File: src/design/lpg_pkg.sv
// Shared types and constants for the line point generator.
// No dependencies; every other design file imports this package.
package lpg_pkg;

  localparam int COORD_W    = 6;
  localparam int SIZE_W     = 7;
  localparam int INK_W      = 8;
  localparam int IDX_W      = 2;
  localparam int CANVAS_MAX = 64;
  localparam int DEPTH      = 2;

  localparam logic [INK_W-1:0]  INK_RESET  = INK_W'(42);
  localparam logic [SIZE_W-1:0] SIZE_RESET = SIZE_W'(CANVAS_MAX);

  localparam logic [IDX_W-1:0] REG_CANVAS_WIDTH  = 2'd0;
  localparam logic [IDX_W-1:0] REG_CANVAS_HEIGHT = 2'd1;
  localparam logic [IDX_W-1:0] REG_INK_CHAR      = 2'd2;

  // One classified line: start point, absolute spans, directions, step count.
  typedef struct packed {
    logic [COORD_W-1:0] sx;
    logic [COORD_W-1:0] sy;
    logic [COORD_W-1:0] adx;
    logic [COORD_W-1:0] ady;
    logic               negx;
    logic               negy;
    logic [COORD_W-1:0] n;
  } line_desc_t;

  typedef struct packed {
    logic [SIZE_W-1:0] width;
    logic [SIZE_W-1:0] height;
    logic [INK_W-1:0]  ink;
  } cfg_t;

endpackage

File: src/design/lpg_front.sv
// Front end: turns a line command into spans, directions and step count.
// Depends on lpg_pkg.
module lpg_front (
  input  logic [lpg_pkg::COORD_W-1:0] start_x,
  input  logic [lpg_pkg::COORD_W-1:0] start_y,
  input  logic [lpg_pkg::COORD_W-1:0] end_x,
  input  logic [lpg_pkg::COORD_W-1:0] end_y,
  output lpg_pkg::line_desc_t         desc
);
  import lpg_pkg::*;

  logic               negx;
  logic               negy;
  logic [COORD_W-1:0] adx;
  logic [COORD_W-1:0] ady;

  assign negx = end_x < start_x;
  assign negy = end_y < start_y;
  assign adx  = negx ? (start_x - end_x) : (end_x - start_x);
  assign ady  = negy ? (start_y - end_y) : (end_y - start_y);

  always_comb begin
    desc.sx   = start_x;
    desc.sy   = start_y;
    desc.adx  = adx;
    desc.ady  = ady;
    desc.negx = negx;
    desc.negy = negy;
    desc.n    = (adx > ady) ? adx : ady;
  end
endmodule

File: src/design/lpg_queue.sv
// Two-entry queue of classified lines between front and back end.
// Depends on lpg_pkg.
module lpg_queue (
  input  logic                clk,
  input  logic                rst,
  input  logic                wr_en,
  input  lpg_pkg::line_desc_t wr_desc,
  output logic                full,
  input  logic                rd_en,
  output lpg_pkg::line_desc_t rd_desc,
  output logic                empty
);
  import lpg_pkg::*;

  localparam int PTR_W = $clog2(DEPTH);

  line_desc_t         slots [DEPTH];
  logic [PTR_W-1:0]   wr_ptr;
  logic [PTR_W-1:0]   rd_ptr;
  logic [PTR_W:0]     count;

  assign full    = count == (PTR_W+1)'(DEPTH);
  assign empty   = count == '0;
  assign rd_desc = slots[rd_ptr];

  always_ff @(posedge clk) begin
    if (rst) begin
      wr_ptr <= '0;
      rd_ptr <= '0;
      count  <= '0;
    end else begin
      if (wr_en) begin
        wr_ptr <= (wr_ptr == PTR_W'(DEPTH-1)) ? '0 : wr_ptr + 1'b1;
      end
      if (rd_en) begin
        rd_ptr <= (rd_ptr == PTR_W'(DEPTH-1)) ? '0 : rd_ptr + 1'b1;
      end
      case ({wr_en, rd_en})
        2'b10:   count <= count + 1'b1;
        2'b01:   count <= count - 1'b1;
        default: count <= count;
      endcase
    end
  end

  always_ff @(posedge clk) begin
    if (wr_en) begin
      slots[wr_ptr] <= wr_desc;
    end
  end
endmodule

File: src/design/lpg_back.sv
// Back end: steps quotients incrementally; one point per cycle when slot is free.
// Depends on lpg_pkg.
module lpg_back (
  input  logic                         clk,
  input  logic                         rst,
  input  lpg_pkg::cfg_t                cfg,
  input  lpg_pkg::line_desc_t          q_desc,
  input  logic                         q_empty,
  output logic                         q_pop,
  output logic                         empty,
  input  logic                         pop,
  output logic [lpg_pkg::COORD_W-1:0]  point_x,
  output logic [lpg_pkg::COORD_W-1:0]  point_y,
  output logic                         inside_res,
  output logic [lpg_pkg::INK_W-1:0]    ink,
  output logic                         last_point
);
  import lpg_pkg::*;

  typedef enum logic {ST_IDLE, ST_RUN} state_t;

  state_t             state;
  line_desc_t         cur;
  logic [COORD_W-1:0] step;
  logic [COORD_W-1:0] qx;
  logic [COORD_W-1:0] qy;
  logic [COORD_W:0]   rx;
  logic [COORD_W:0]   ry;
  logic               out_valid;

  logic               slot_free;
  logic               is_last;
  logic [COORD_W:0]   rx_sum;
  logic [COORD_W:0]   ry_sum;
  logic               rx_wrap;
  logic               ry_wrap;
  logic [COORD_W-1:0] x;
  logic [COORD_W-1:0] y;

  assign slot_free = !out_valid || pop;
  assign is_last   = step == cur.n;
  assign rx_sum    = rx + {1'b0, cur.adx};
  assign ry_sum    = ry + {1'b0, cur.ady};
  assign rx_wrap   = rx_sum >= {1'b0, cur.n};
  assign ry_wrap   = ry_sum >= {1'b0, cur.n};
  assign x         = cur.negx ? (cur.sx - qx) : (cur.sx + qx);
  assign y         = cur.negy ? (cur.sy - qy) : (cur.sy + qy);
  assign q_pop     = (state == ST_IDLE) && !q_empty;
  assign empty     = !out_valid;

  always_ff @(posedge clk) begin
    if (rst) begin
      state     <= ST_IDLE;
      out_valid <= 1'b0;
    end else begin
      case (state)
        ST_IDLE: begin
          // drop the held point once it is transferred
          if (pop) begin
            out_valid <= 1'b0;
          end
          if (!q_empty) begin
            cur   <= q_desc;
            step  <= '0;
            qx    <= '0;
            qy    <= '0;
            rx    <= '0;
            ry    <= '0;
            state <= ST_RUN;
          end
        end
        ST_RUN: begin
          if (slot_free) begin
            out_valid  <= 1'b1;
            point_x    <= x;
            point_y    <= y;
            inside_res <= ({1'b0, x} < cfg.width) && ({1'b0, y} < cfg.height);
            ink        <= cfg.ink;
            last_point <= is_last;
            if (is_last) begin
              state <= ST_IDLE;
            end else begin
              // advance i: remainder of i*span/n never exceeds one wrap per step
              step <= step + 1'b1;
              rx   <= rx_wrap ? rx_sum - {1'b0, cur.n} : rx_sum;
              ry   <= ry_wrap ? ry_sum - {1'b0, cur.n} : ry_sum;
              qx   <= qx + COORD_W'(rx_wrap);
              qy   <= qy + COORD_W'(ry_wrap);
            end
          end
        end
        default: state <= ST_IDLE;
      endcase
    end
  end
endmodule

File: src/design/line_point_generator.sv
// Line point generator: emits the n+1 points of a line, n = max(|dx|, |dy|).
// A command passes through the queue and the back end's load state before its
// first point is registered. The stepper loads a line, then emits one point per
// cycle unless a point waits for pop; a two-entry queue decouples the input.
// Reset (rst, synchronous, active high) empties the queue and output register
// and sets canvas width and height to 64 and ink to '*'.
module line_point_generator (
  input  logic                         clk,
  input  logic                         rst,
  input  logic                         push,
  output logic                         full,
  input  logic [lpg_pkg::COORD_W-1:0]  start_x,
  input  logic [lpg_pkg::COORD_W-1:0]  start_y,
  input  logic [lpg_pkg::COORD_W-1:0]  end_x,
  input  logic [lpg_pkg::COORD_W-1:0]  end_y,
  output logic                         empty,
  input  logic                         pop,
  output logic [lpg_pkg::COORD_W-1:0]  point_x,
  output logic [lpg_pkg::COORD_W-1:0]  point_y,
  output logic                         inside_res,
  output logic [lpg_pkg::INK_W-1:0]    ink,
  output logic                         last_point,
  input  logic                         cfg_valid,
  output logic                         cfg_ready,
  input  logic [lpg_pkg::IDX_W-1:0]    cfg_index,
  input  logic [lpg_pkg::INK_W-1:0]    cfg_data
);
  import lpg_pkg::*;

  cfg_t       cfg;
  line_desc_t front_desc;
  line_desc_t q_desc;
  logic       q_empty;
  logic       q_pop;

  assign cfg_ready = 1'b1;

  always_ff @(posedge clk) begin
    if (rst) begin
      cfg.width  <= SIZE_RESET;
      cfg.height <= SIZE_RESET;
      cfg.ink    <= INK_RESET;
    end else if (cfg_valid) begin
      case (cfg_index)
        REG_CANVAS_WIDTH:  cfg.width  <= cfg_data[SIZE_W-1:0];
        REG_CANVAS_HEIGHT: cfg.height <= cfg_data[SIZE_W-1:0];
        REG_INK_CHAR:      cfg.ink    <= cfg_data;
        default:           cfg        <= cfg;  // drop writes beyond the map
      endcase
    end
  end

  lpg_front u_front (
    .start_x (start_x),
    .start_y (start_y),
    .end_x   (end_x),
    .end_y   (end_y),
    .desc    (front_desc)
  );

  lpg_queue u_queue (
    .clk     (clk),
    .rst     (rst),
    .wr_en   (push && !full),
    .wr_desc (front_desc),
    .full    (full),
    .rd_en   (q_pop),
    .rd_desc (q_desc),
    .empty   (q_empty)
  );

  lpg_back u_back (
    .clk        (clk),
    .rst        (rst),
    .cfg        (cfg),
    .q_desc     (q_desc),
    .q_empty    (q_empty),
    .q_pop      (q_pop),
    .empty      (empty),
    .pop        (pop),
    .point_x    (point_x),
    .point_y    (point_y),
    .inside_res (inside_res),
    .ink        (ink),
    .last_point (last_point)
  );
endmodule

File: config.mk
export PLATFORM = sky130hd
export DESIGN_NAME = line_point_generator
export DESIGN_NICKNAME = d
export VERILOG_FILES = /design/src/design/lpg_pkg.sv /design/src/design/lpg_front.sv /design/src/design/lpg_queue.sv /design/src/design/lpg_back.sv /design/src/design/line_point_generator.sv
export SDC_FILE = /design/constraint.sdc
export NUM_CORES = 1
export LEC_CHECK = 0
export ABC_AREA = 1
export BUFFER_PORTS_ARGS = -buffer_cell sky130_fd_sc_hd__buf_2
export CORE_MARGIN = 5
export CORE_UTILIZATION = 65
export CTS_CLUSTER_DIAMETER = 60
export DETAILED_ROUTE_END_ITERATION = 6
export PLACE_DENSITY = 0.91
export SLEW_MARGIN = 20
export SYNTH_ARGS = -nofsm -noshare
export SYNTH_HDL_FRONTEND = slang
export SYNTH_SLANG_ARGS = --single-unit
File: constraint.sdc
create_clock -name clk -period 6.05 [get_ports clk]
set_input_delay 0.3025 -clock clk [delete_from_list [all_inputs] [get_ports clk]]
set_output_delay 0.3025 -clock clk [all_outputs]
set_load 0.02 [all_outputs]
======== Word-level counts from Yosys, hierarchy flattened ========
Memories as Yosys holds them, arrays and structs flattened. A register that Yosys moved wholly into a read port is not among the register bits.
Index checks and enable logic that the tools add are counted.
word-level totals
  flip-flop bits (word level) ............. 82
  memory bits (writable) .................. 64
  bits of input ports ..................... 39
  output and inout port bits .............. 25
  logic and storage cells ................. 111
  memories ................................ 1
cells by class
  add/subtract/negate cells ............... 19
  magnitude comparators ................... 7
  equal/unequal tests ..................... 10
  mux-type cells .......................... 36
  bitwise operators ....................... 3
  reduce and logical (&&, ||, !) cells .... 17
memory list
  memory         depth  bits a word  read ports  clocked after Yosys merged registers in  write ports  line             text
  u_queue.slots  2      32           1           1                                        1            lpg_queue.sv:17  line_desc_t slots [DEPTH];
operators by type and width
  cell                                                                   number
  6-bit 2-to-1 mux                                                       12
  7-bit 2-to-1 mux                                                       7
  6-bit case mux with 2 select lines                                     3
  6-bit subtractor                                                       6
  7-bit case mux with 2 select lines                                     2
  7-bit by 6-bit adder with 7-bit output                                 2
  7-bit by 6-bit >= comparator with 1-bit output                         2
  6-bit by 7-bit < comparator with 1-bit output                          2
  7-bit by 6-bit subtractor with 7-bit output                            2
  6-bit by 1-bit adder with 6-bit output                                 2
  6-bit adder                                                            2
  6-bit < comparator                                                     2
  1-bit 2-to-1 mux                                                       9
  2-bit inequality test, second input constant                           4
  2-bit AND reduction                                                    4
  6-bit by 1-bit adder with 6-bit output, second input constant          1
  2-bit equality test, second input constant                             3
  6-bit equality test                                                    1
  6-bit > comparator                                                     1
  3-bit AND reduction                                                    2
  2-bit by 1-bit equality test with 1-bit output, second input constant  2
  2-bit logical NOT                                                      2
  1-bit case mux with 2 select lines                                     2
  2-bit case mux with 2 select lines                                     1
  9 further kinds                                                        16

======== Longest topological paths before layout ========
Gate-level depths: netlist of the first run.
  depth after elaboration ................. 6
  depth in mapped cells ................... 22
  depth with buffers taken out ............ 22

======== Hierarchy ========
Synthesis of the first run repeated with hierarchy kept, for this count alone.
second synthesis, totals
  cells, all modules ...................... 1,079
  area total of the unflattened synthesis .. 10,541.4 um^2
modules (own cells, without submodules)
  module                instances  cells an instance  area each (um^2)  seq. area each (um^2)
  lpg_back              1          548                5,343.9           2,622.5
  lpg_queue             1          133                2,691.3           2,021.9
  lpg_front             1          258                1,519.0           0.0
  line_point_generator  1          140                987.2             440.4

======== Worst setup path before layout of the first run ========
Ideal clock, no wire load.
  path kind ............................... reg2reg
  from .................................... register u_back.rx[0]
  to ...................................... register u_back.qx[4], data pin
  library setup time ...................... 0.259 ns
  arrival time ............................ 2.902 ns
  data required time ...................... 5.791 ns
  path slack .............................. 2.889 ns
  stages on the path, launching flop included .. 20
  path buffers ............................ 0
  clock period less this slack ............ 3.161 ns
  cell sequence ........................... edfxtp_1 ha_1 inv_1 fa_1 inv_1 nand3_1 nand3_1 xnor2_1 inv_1 ha_1 a21oi_1 nand3_2 a21oi_4 nand3_4 ha_1 ha_1 nand2_1 inv_1 nand2_1 a21oi_1
on the way
  longest elaborated chain between the ends .. 6
RTL lines
  item                                            line            text
  from (decl)                                     lpg_back.sv:27  logic [COORD_W:0] rx;
  from (signal assigned)                          lpg_back.sv:85  rx <= rx_wrap ? rx_sum - {1'b0, cur.n} : rx_sum;
  7-bit by 6-bit adder with 7-bit output          lpg_back.sv:42  assign rx_sum = rx + {1'b0, cur.adx};
  7-bit by 6-bit >= comparator with 1-bit output  lpg_back.sv:44  assign rx_wrap = rx_sum >= {1'b0, cur.n};
  6-bit by 1-bit adder with 6-bit output          lpg_back.sv:87  qx <= qx + COORD_W'(rx_wrap);
  6-bit 2-to-1 mux                                lpg_back.sv:80  if (is_last) begin
  6-bit 2-to-1 mux                                lpg_back.sv:73  if (slot_free) begin
  6-bit case mux with 2 select lines              lpg_back.sv:56  case (state)
  to (signal assigned)                            lpg_back.sv:87
  to (decl)                                       lpg_back.sv:25  logic [COORD_W-1:0] qx;
Every way passes these cells. The select of a mux whose other input is x is not followed.
A chain may end at the register's enable or synchronous reset.

======== Worst setup path after layout of the first run ========
  from .................................... register u_back.ry[0]
  to ...................................... register u_back.qy[4], data pin
on the way
  longest elaborated chain between the ends .. 6
RTL lines
  item                                            line            text
  from (decl)                                     lpg_back.sv:28  logic [COORD_W:0] ry;
  from (signal assigned)                          lpg_back.sv:86  ry <= ry_wrap ? ry_sum - {1'b0, cur.n} : ry_sum;
  7-bit by 6-bit adder with 7-bit output          lpg_back.sv:43  assign ry_sum = ry + {1'b0, cur.ady};
  7-bit by 6-bit >= comparator with 1-bit output  lpg_back.sv:45  assign ry_wrap = ry_sum >= {1'b0, cur.n};
  6-bit by 1-bit adder with 6-bit output          lpg_back.sv:88  qy <= qy + COORD_W'(ry_wrap);
  6-bit 2-to-1 mux                                lpg_back.sv:80
  6-bit 2-to-1 mux                                lpg_back.sv:73
  6-bit case mux with 2 select lines              lpg_back.sv:56
  to (signal assigned)                            lpg_back.sv:88
  to (decl)                                       lpg_back.sv:26  logic [COORD_W-1:0] qy;
Every way passes these cells. The select of a mux whose other input is x is not followed.

==> flow_summary.toml, run 1 <==
[layout]
drive_gt1_share_pct = 11.7
area_growth_pct = 11.2
ff_latch_area_um2 = 5060
multi_input_area_um2 = 4190
mostFrequentLayoutCells = "286 x nand2_1, 175 x inv_1, 150 x edfxtp_1"
fillers = 932
final_nets = 1290
final_cells = 1362
post-route-util_pct = 73.6
final_common_cell = "nand2_1"
diodes = 0

[critical_path]
endpoint_kind = "register"
cp_cell_sequence = "ha_1, inv_1, fa_1, inv_1, a21oi_1, o21ai_1, xnor2_1, inv_1, ha_1, nand2_1, nor2_1, nand3_1, nand2_1, a21oi_2, nand2_4, ha_1, nand2_1, nor2_1, inv_1, o21ai_0, a21oi_1"
path_class = "reg -> reg"
cp.arrival_ns = 3.83
path_max_fanout = 9
required_ns = 6.20
setup.worst_path.start_class = "register"
path_common_cell = "inv_1"
crit_path_top_delay_cell = "fa_1"
crit_path_max_incr_delay_ns = 0.41

[flow_run]
drv_cap = 0

[synth]
syn_avg_cell_area_um2 = 9.18
synthFlopType = "edfxtp_1"
async_flop_share_pct = 0
yosysSeqAreaShare_pct = 50.5
synth-edff-count = 150
synth_warnings = 0
syn_inst = 1092
syn_area_um2 = 10000
ys_seq_elements = 178
yosysUniqueCellTypes = 38
syn-num-nets = 1221

[timing]
setup_viol = 0
tightest_slew_ns = 1.03
max_slew_margin_pct = 31.1
rsz0062_at_grt = "no"
slew_violations = 0
period_needed_ns = 3.68
fmaxAchievable_mhz = 271
finalHoldViolations = 0
fin_crit_sh_pct = 60.9
setup_tns_ns = 0
fin_worst_skew_ns = 0.0121

[routing]
vias_per_cell = 5.62
totalWireLength_um = 21200
wl_met3_um = 1290
drt_iter0_markers = 519
dr.pass1.iters = 7
top_layer = "met4"
wl_met1_um = 8400
via_count = 7650
met2_length_um = 11100
drc = 0
ant_nets = 0
post_drt_wl_per_cell_um = 15.6

[die]
io_pins = 64
die-area_um2 = 18000
core_region_area_um2 = 15100
start_util_pct = 66.2
rows = 45
fp.dieH_um = 134
die-width_um = 134

[run_status]
status = "completed"

[pwr]
leakagePower_nw = 5.22
ir_drop_mv = 0.270
power_w = 0.00652
power_density_nw_per_um2 = 584

[clock_network]
cts_resized = 0
insertion_delay_ns = 0.43
cts-buffers-inserted = 17
clk_path_buf_depth = 2
clockRootBuffer = "clkbuf_16"
cts_setup_buffers = 0
tritoncts = "done"
cts_sinks = 178
path_clk_slew_ns = 0.07
hold_buffers = 0
htreeDepth = 4

[global_route]
grt_pass1_wl_um = 35100
grt_max_degree = 36
grt_use_total_pct = 24.3
gr-total-overflow = 0
grt_antenna_before_repair = 0
grt_pass1_vias = 7571

[placement]
port_buffers = 62
gp_congestion = 0.918
placedCellCount = 1330
dp_hpwl_um = 15200

[worst_hold_path]
min_path_type = "in -> reg"
[synthesized netlist by cell type, types with 14 or more instances]
master    count  area, um2
nand3_1      39        195
nor2_1       74        278
dfxtp_1      28        561
edfxtp_1    150       4500
a21oi_1      62        310
nand2_1     286       1070
o21ai_0      42        210
xor2_1       27        236
inv_1       175        657
nand4_1      19        119
xnor2_1      16        140
clkbuf_1     14       52.6
ha_1         80       1000
[where the power goes]
part / leakage [nW] / internal (W) / switching, W
Combinational: 3.29 / 0.00122 / 0.00220
Clock: 0.296 / 0.000600 / 0.000492
Sequential: 1.63 / 0.00182 / 0.000188
[cell type report]
| class | count | area share, % |
|---|---|---|
| inverters | 187 | 6.30 |
| flip-flops and latches | 178 | 45.4 |
| clock inverters | 12 | 1.01 |
| well taps | 188 | 2.11 |
| clock buffers | 20 | 4.39 |
| multi-input cells | 709 | 37.6 |
| repair buffers | 68 | 3.19 |
[per-layer routing]
metal  GRT usage, %  up-vias
met4           8.09        0
met3           3.75       51
met1           29.2     3575
met2           44.6      331
li1               -     3693
met5              0        -
[kinds of logic (layout without fill, tap and decap cells)]
family                     after synthesis  after routing  synth area share [%]
other                                    1              1                0.0374
xor gates and xnor gates                43             43                  3.76
and+or+nand+nor                        449            449                  18.9
buffers and inverters                  205            287                  7.83
DFF                                    178            178                  50.5
adders and majority gates               90             90                  12.0
AOI/OAI and AO/OA                      126            126                  6.93
[registers in the layout, summed over array words and instances, names as in the netlist, 7 cells and up]
register / cells
u_queue.slots: 64
u_back.cur: 32
cfg: 22
u_back.ink: 8
u_back.rx: 7
u_back.ry: 7
[worst paths after layout]
kind	cells past startpoint	slack (ns)	from	end
max	21	2.37	u_back.ry[0]	u_back.qy[4]
min	1	0.07	start_y[5]	u_queue.slots[0][25]
max reg2reg	21	2.37	u_back.ry[0]	u_back.qy[4]
min reg2reg	0	0.43	cfg[7]	u_back.ink[7]
[worst max-delay path: cells and delay by family (launching register included)]
family / cells / cell delay (ns)
adder cells (fa/ha/maj): 4 / 1.15
AND/OR/NAND/NOR: 7 / 0.86
AO/OA/AOI/OAI: 5 / 0.55
flip-flops: 1 / 0.35
buffers and inverters: 4 / 0.35
XOR/XNOR: 1 / 0.15
[through the flow]
step	setup slack, ns	cell area, um2	hold slack, ns
after floorplan	2.89	10000	0.372
after global placement	2.66	10500	0.413
after detailed placement	2.52	10500	0.421
after CTS	2.41	11100	0.0680
after global routing	2.14	11100	0.0784
final	2.37	11100	0.0735
(Power assumes the default switching activity.)
==> run 2: changes to the inputs <==
--- a/config.mk
+++ b/config.mk
@@ -8,10 +8,10 @@
 export ABC_AREA = 1
 export BUFFER_PORTS_ARGS = -buffer_cell sky130_fd_sc_hd__buf_2
 export CORE_MARGIN = 5
-export CORE_UTILIZATION = 65
+export CORE_UTILIZATION = 55
 export CTS_CLUSTER_DIAMETER = 60
 export DETAILED_ROUTE_END_ITERATION = 6
-export PLACE_DENSITY = 0.91
+export PLACE_DENSITY = 0.82
 export SLEW_MARGIN = 20
 export SYNTH_ARGS = -nofsm -noshare
 export SYNTH_HDL_FRONTEND = slang
==> constraint.sdc (replaced) <==
create_clock -name clk -period 3.2 [get_ports clk]
set_input_delay 0.16 -clock clk [delete_from_list [all_inputs] [get_ports clk]]
set_output_delay 0.16 -clock clk [all_outputs]
set_load 0.02 [all_outputs]
==> flow_summary.toml, run 2 (synthesis results as in run 1) <==
[pwr]
internal_power_w = 0.00775
leakagePower_nw = 5.49
power_density_nw_per_um2 = 1130
ir_drop_mv = 0.677
combPwrFrac_pct = 57.0
seqPwrFrac_pct = 27.4
clockPowerShare_pct = 15.5
power_switching_w = 0.00584
netSwitchingFraction_pct = 43.0

[timing]
finalHoldViolations = 0
slew_violations = 0
fmaxAchievable_mhz = 314
rsz0062_at_grt = "yes"
fin_crit_sh_pct = 99.7
tightest_slew_ns = 0.982
period_needed_ns = 3.19
max_slew_margin_pct = 34.2
worst_slack_ns = 0.0111
fin_worst_skew_ns = 0.0161
setup_viol = 0

[routing]
met2_length_um = 11200
drc = 0
dr.pass1.iters = 6
drt_iter0_markers = 531
vias_per_cell = 5.35
ant_nets = 0
post_drt_wl_per_cell_um = 15.4
via_count = 7793
top_layer = "met4"
wl_met3_um = 1010
wl_met1_um = 9290
totalWireLength_um = 22400

[critical_path]
cp.arrival_ns = 3.35
setup.worst_path.start_class = "register"
endpoint_kind = "register"
path_class = "reg -> reg"
required_ns = 3.36
path_max_fanout = 4
reg2reg_depth = 21

[run_status]
status = "completed"

[clock_network]
htreeDepth = 4
clk_path_buf_depth = 2
tritoncts = "done"
clockRootBuffer = "clkbuf_16"
path_clk_slew_ns = 0.07
insertion_delay_ns = 0.44
cts-buffers-inserted = 17
cts_sinks = 178

[layout]
mostFrequentLayoutCells = "276 x nand2_1, 166 x inv_1, 150 x edfxtp_1"
largest_reg_flops = 64
final_nets = 1343
drive_gt1_share_pct = 19.1
area_growth_pct = 19.8
regMostFlops = "u_queue.slots"
fillers = 1265
diodes = 0
top_regs = "u_queue.slots x64, u_back.cur x32, cfg x22"
final_common_cell = "nand2_1"
finish.instance_area_um2 = 12000

[flow_run]
drv_cap = 0

[placement]
placedInstanceArea_um2 = 10800
place_ws_ns = -0.0881
gp_congestion = 0.944
dp_hpwl_um = 15200
port_buffers = 62

[die]
core_region_area_um2 = 18000
start_util_pct = 55.8
die-area_um2 = 21000
io_pins = 64
rows = 49
die-width_um = 145
fp.dieH_um = 145

[global_route]
grt_antenna_before_repair = 0
grt_pass1_vias = 7562
grt_max_degree = 36
grt_use_total_pct = 20.5
gr-total-overflow = 0
grt_pass1_wl_um = 35500

[worst_hold_path]
hold_path_depth = 3
min_path_type = "in -> reg"
-- run 2: changes by cell type in the layout (fill, tap and decap cells not counted), moves of 5 or more --
cell / before / now
o21ai_0: 42 / 33
a21oi_2: 1 / 6
nand2_2: 8 / 15
a21oi_1: 62 / 56
ha_1: 80 / 61
inv_2: 9 / 17
o21ai_1: 4 / 10
ha_2: 0 / 5
inv_1: 175 / 166
buf_4: 6 / 41
ha_4: 0 / 14
nand2_1: 286 / 276
dlygate4sd3_1: 0 / 18
-- run 2: timing repair --
item / CTS / global route
hold buffers: 18 / 0
setup buffers: 2 / 9
endpoints found under the hold margin: 31 / 0
gates resized for setup: 12 / 77
endpoints found under the setup margin: 5 / 22
pin swaps: 4 / 38
gates cloned: 0 / 0
-- run 2: cell type report --
| class | instances | area (um2) | share of cell area [%] |
|---|---|---|---|
| flip-flops and latches | 178 | 5060 | 42.2 |
| multi-input cells | 709 | 4560 | 38.0 |
| repair buffers | 121 | 798 | 6.65 |
| inverters | 187 | 702 | 5.84 |
| clock buffers | 20 | 447 | 3.72 |
| well taps | 229 | 287 | 2.39 |
| clock inverters | 12 | 151 | 1.26 |
-- run 2: power by group through the flow --
stage	clock, W	sequential (W)	combinational [W]
after floorplan	0	0.00378	0.00480
after global placement	0	0.00373	0.00638
after detailed placement	0	0.00375	0.00663
after CTS	0.00212	0.00371	0.00695
after global routing	0.00224	0.00378	0.00863
final	0.00211	0.00373	0.00775
-- run 2: final timing paths --
path / end / slack, ns / startpoint
max: u_back.qy[4] / 0.01 / u_back.ry[0]
min: cfg[21] / 0.02 / cfg_data[6]
max reg2reg: u_back.qy[4] / 0.01 / u_back.ry[0]
min reg2reg: u_back.ink[4] / 0.43 / cfg[4]
-- run 2: metrics by stage --
stage          util (%)  cells  power, W  hold WS, ns  TNS [ns]
2_1_floorplan         -   1092   0.00857        0.229         0
3_3_place_gp       60.0   1395    0.0101        0.378         0
3_5_place_dp       60.0   1395    0.0104        0.382    -0.113
4_1_cts            64.7   1447    0.0128      0.00447         0
5_1_grt            66.9   1456    0.0147       0.0424     -1.12
6_report           66.9   1456    0.0136       0.0225         0
-- run 2: per-layer routing --
| metal | up-vias | global-route usage [%] |
|---|---|---|
| li1 | 3800 | - |
| met2 | 236 | 34.3 |
| met1 | 3698 | 25.9 |
| met5 | - | 0 |
| met3 | 59 | 3.37 |
| met4 | 0 | 9.93 |
-- run 2: worst max-delay path, stage by stage, from the launching register on --
cell and delay (ns):
edfxtp_1 0.34, ha_2 0.19, inv_2 0.05, fa_2 0.37, inv_2 0.07, a21oi_2 0.04, o21ai_1 0.15, xnor2_1 0.14
inv_1 0.11, ha_4 0.32, nand2_4 0.06, nor2_4 0.13, nand3_2 0.10, nand2_2 0.11, a21oi_4 0.04, nand2_4 0.10
ha_4 0.16, nand2_4 0.05, nor2_4 0.13, inv_2 0.05, o21ai_2 0.12, a21oi_1 0.07
==> run 3: changes to the inputs <==
--- a/config.mk
+++ b/config.mk
@@ -11,8 +11,7 @@
 export CORE_UTILIZATION = 55
 export CTS_CLUSTER_DIAMETER = 60
 export DETAILED_ROUTE_END_ITERATION = 6
-export PLACE_DENSITY = 0.82
-export SLEW_MARGIN = 20
+export PLACE_DENSITY_LB_ADDON = 0.1
 export SYNTH_ARGS = -nofsm -noshare
 export SYNTH_HDL_FRONTEND = slang
 export SYNTH_SLANG_ARGS = --single-unit
==> flow_summary.toml, run 3 (synthesis results as in run 1) <==
[routing]
totalWireLength_um = 20200
drt_iter0_markers = 432
drc = 0
post_drt_wl_per_cell_um = 13.8
via_count = 7313
vias_per_cell = 5.00
dr.pass1.iters = 5
ant_nets = 0

[global_route]
grt_use_total_pct = 19.1
grt_pass1_wl_um = 33000
gr-total-overflow = 0
grt_pass1_vias = 6765
grt_max_degree = 35
grt_antenna_before_repair = 0

[layout]
mostFrequentLayoutCells = "270 x nand2_1, 166 x inv_1, 150 x edfxtp_1"
area_growth_pct = 19.7
final_cells = 1463
largest_reg_flops = 64
regMostFlops = "u_queue.slots"
fillers = 1460
final_common_cell = "nand2_1"
drive_gt1_share_pct = 19.9
top_regs = "u_queue.slots x64, u_back.cur x32, cfg x22"
diodes = 0
final_nets = 1350

[worst_hold_path]
min_path_type = "in -> reg"

[die]
start_util_pct = 55.8
die-width_um = 145
io_pins = 64
fp.dieH_um = 145
die-area_um2 = 21000
core_region_area_um2 = 18000
rows = 49

[flow_run]
drv_cap = 0

[clock_network]
insertion_delay_ns = 0.43
htreeDepth = 4
clk_path_buf_depth = 2
path_clk_slew_ns = 0.07
cts_sinks = 178
tritoncts = "done"
clockRootBuffer = "clkbuf_16"
cts-buffers-inserted = 17

[timing]
slew_violations = 0
fin_worst_skew_ns = 0.00948
setup_viol = 0
whs_ns = 0.0181
rsz0062_at_grt = "yes"
fmaxAchievable_mhz = 320
fin_crit_sh_pct = 97.7
max_slew_margin_pct = 28.8
period_needed_ns = 3.13
finalHoldViolations = 0
tightest_slew_ns = 1.07

[pwr]
ir_drop_mv = 0.617
leakagePower_nw = 5.50
power_density_nw_per_um2 = 1100

[run_status]
status = "completed"

[critical_path]
endpoint_kind = "register"
cp.arrival_ns = 3.31
required_ns = 3.38
path_class = "reg -> reg"
setup.worst_path.start_class = "register"
path_max_fanout = 4

[placement]
port_buffers = 62
placedCellCount = 1398
dp_hpwl_um = 14600
gp_congestion = 0.870
==> run 3: changes by cell type in the layout (fill, tap and decap cells not counted), moves of 5 or more <==
cell / delta
nand2_2: +8
buf_4: +6
ha_4: -6
nand2_1: -6
inv_6: +5
==> run 3: layout make-up <==
| class | instances | area, um2 | area share (%) |
|---|---|---|---|
| clock buffers | 20 | 479 | 3.99 |
| clock inverters | 12 | 104 | 0.866 |
| inverters | 187 | 702 | 5.85 |
| multi-input cells | 709 | 4490 | 37.4 |
| flip-flops and latches | 178 | 5060 | 42.2 |
| well taps | 229 | 287 | 2.39 |
| repair buffers | 128 | 868 | 7.24 |
==> run 3: final timing paths <==
path	start	endpoint	slack (ns)	cells after the start
setup / recovery	u_back.cur[8]	u_back.qy[4]	0.07	21
hold / removal	pop	u_back.out_valid	0.02	4
setup reg to reg	u_back.cur[8]	u_back.qy[4]	0.07	21
hold reg to reg	cfg[7]	u_back.ink[7]	0.43	0
==> run 3: power by group <==
group	switching (W)	leakage, nW	internal [W]	total (W)
Clock	0.000922	0.283	0.00111	0.00203
Sequential	0.000288	1.63	0.00343	0.00372
Combinational	0.00436	3.59	0.00308	0.00744
==> run 3: what timing repair did <==
| item | 4_1_cts | 5_1_grt |
|---|---|---|
| hold buffers | 19 | 0 |
| endpoints found under the setup margin | 4 | 23 |
| endpoints found under the hold margin | 32 | 0 |
| gates resized for setup | 5 | 82 |
| pin swaps | 1 | 30 |
| setup buffers | 1 | 13 |
==> run 3: worst max-delay path: stages (launching register included) <==
cell and delay [ns]:
edfxtp_1 0.34, ha_2 0.19, inv_2 0.04, fa_2 0.37
inv_2 0.07, a21oi_2 0.05, o21ai_1 0.15, xnor2_1 0.13
inv_1 0.10, ha_4 0.27, nand2_2 0.06, inv_2 0.03
nand4_1 0.07, nand3_2 0.12, a21oi_4 0.19, nand2_4 0.09
ha_1 0.20, nand2_2 0.09, nor2_4 0.05, buf_4 0.13
nand3_1 0.06, a21oi_1 0.06
==> run 3: per-layer routing <==
layer / part of all wire, % / track usage [%] / up-vias
met5: 0 / 0 / -
met4: 1.9 / 5.74 / 0
met3: 4.0 / 3.77 / 25
met2: 48 / 31.5 / 139
met1: 46 / 25.6 / 3324
li1: - / - / 3825
==> run 3: stage by stage <==
stage                     worst slack (ns)  util [%]  setup TNS, ns  area, um2  total power (W)
after floorplan                     0.0392         -              0      10000          0.00857
after global placement              0.0415      60.1              0      10800           0.0102
after detailed placement           -0.0680      60.1         -0.118      10800           0.0103
after CTS                         0.000275      64.6              0      11600           0.0125
after global routing               -0.0932      66.8         -0.455      12000           0.0144
final                               0.0745      66.8              0      12000           0.0132
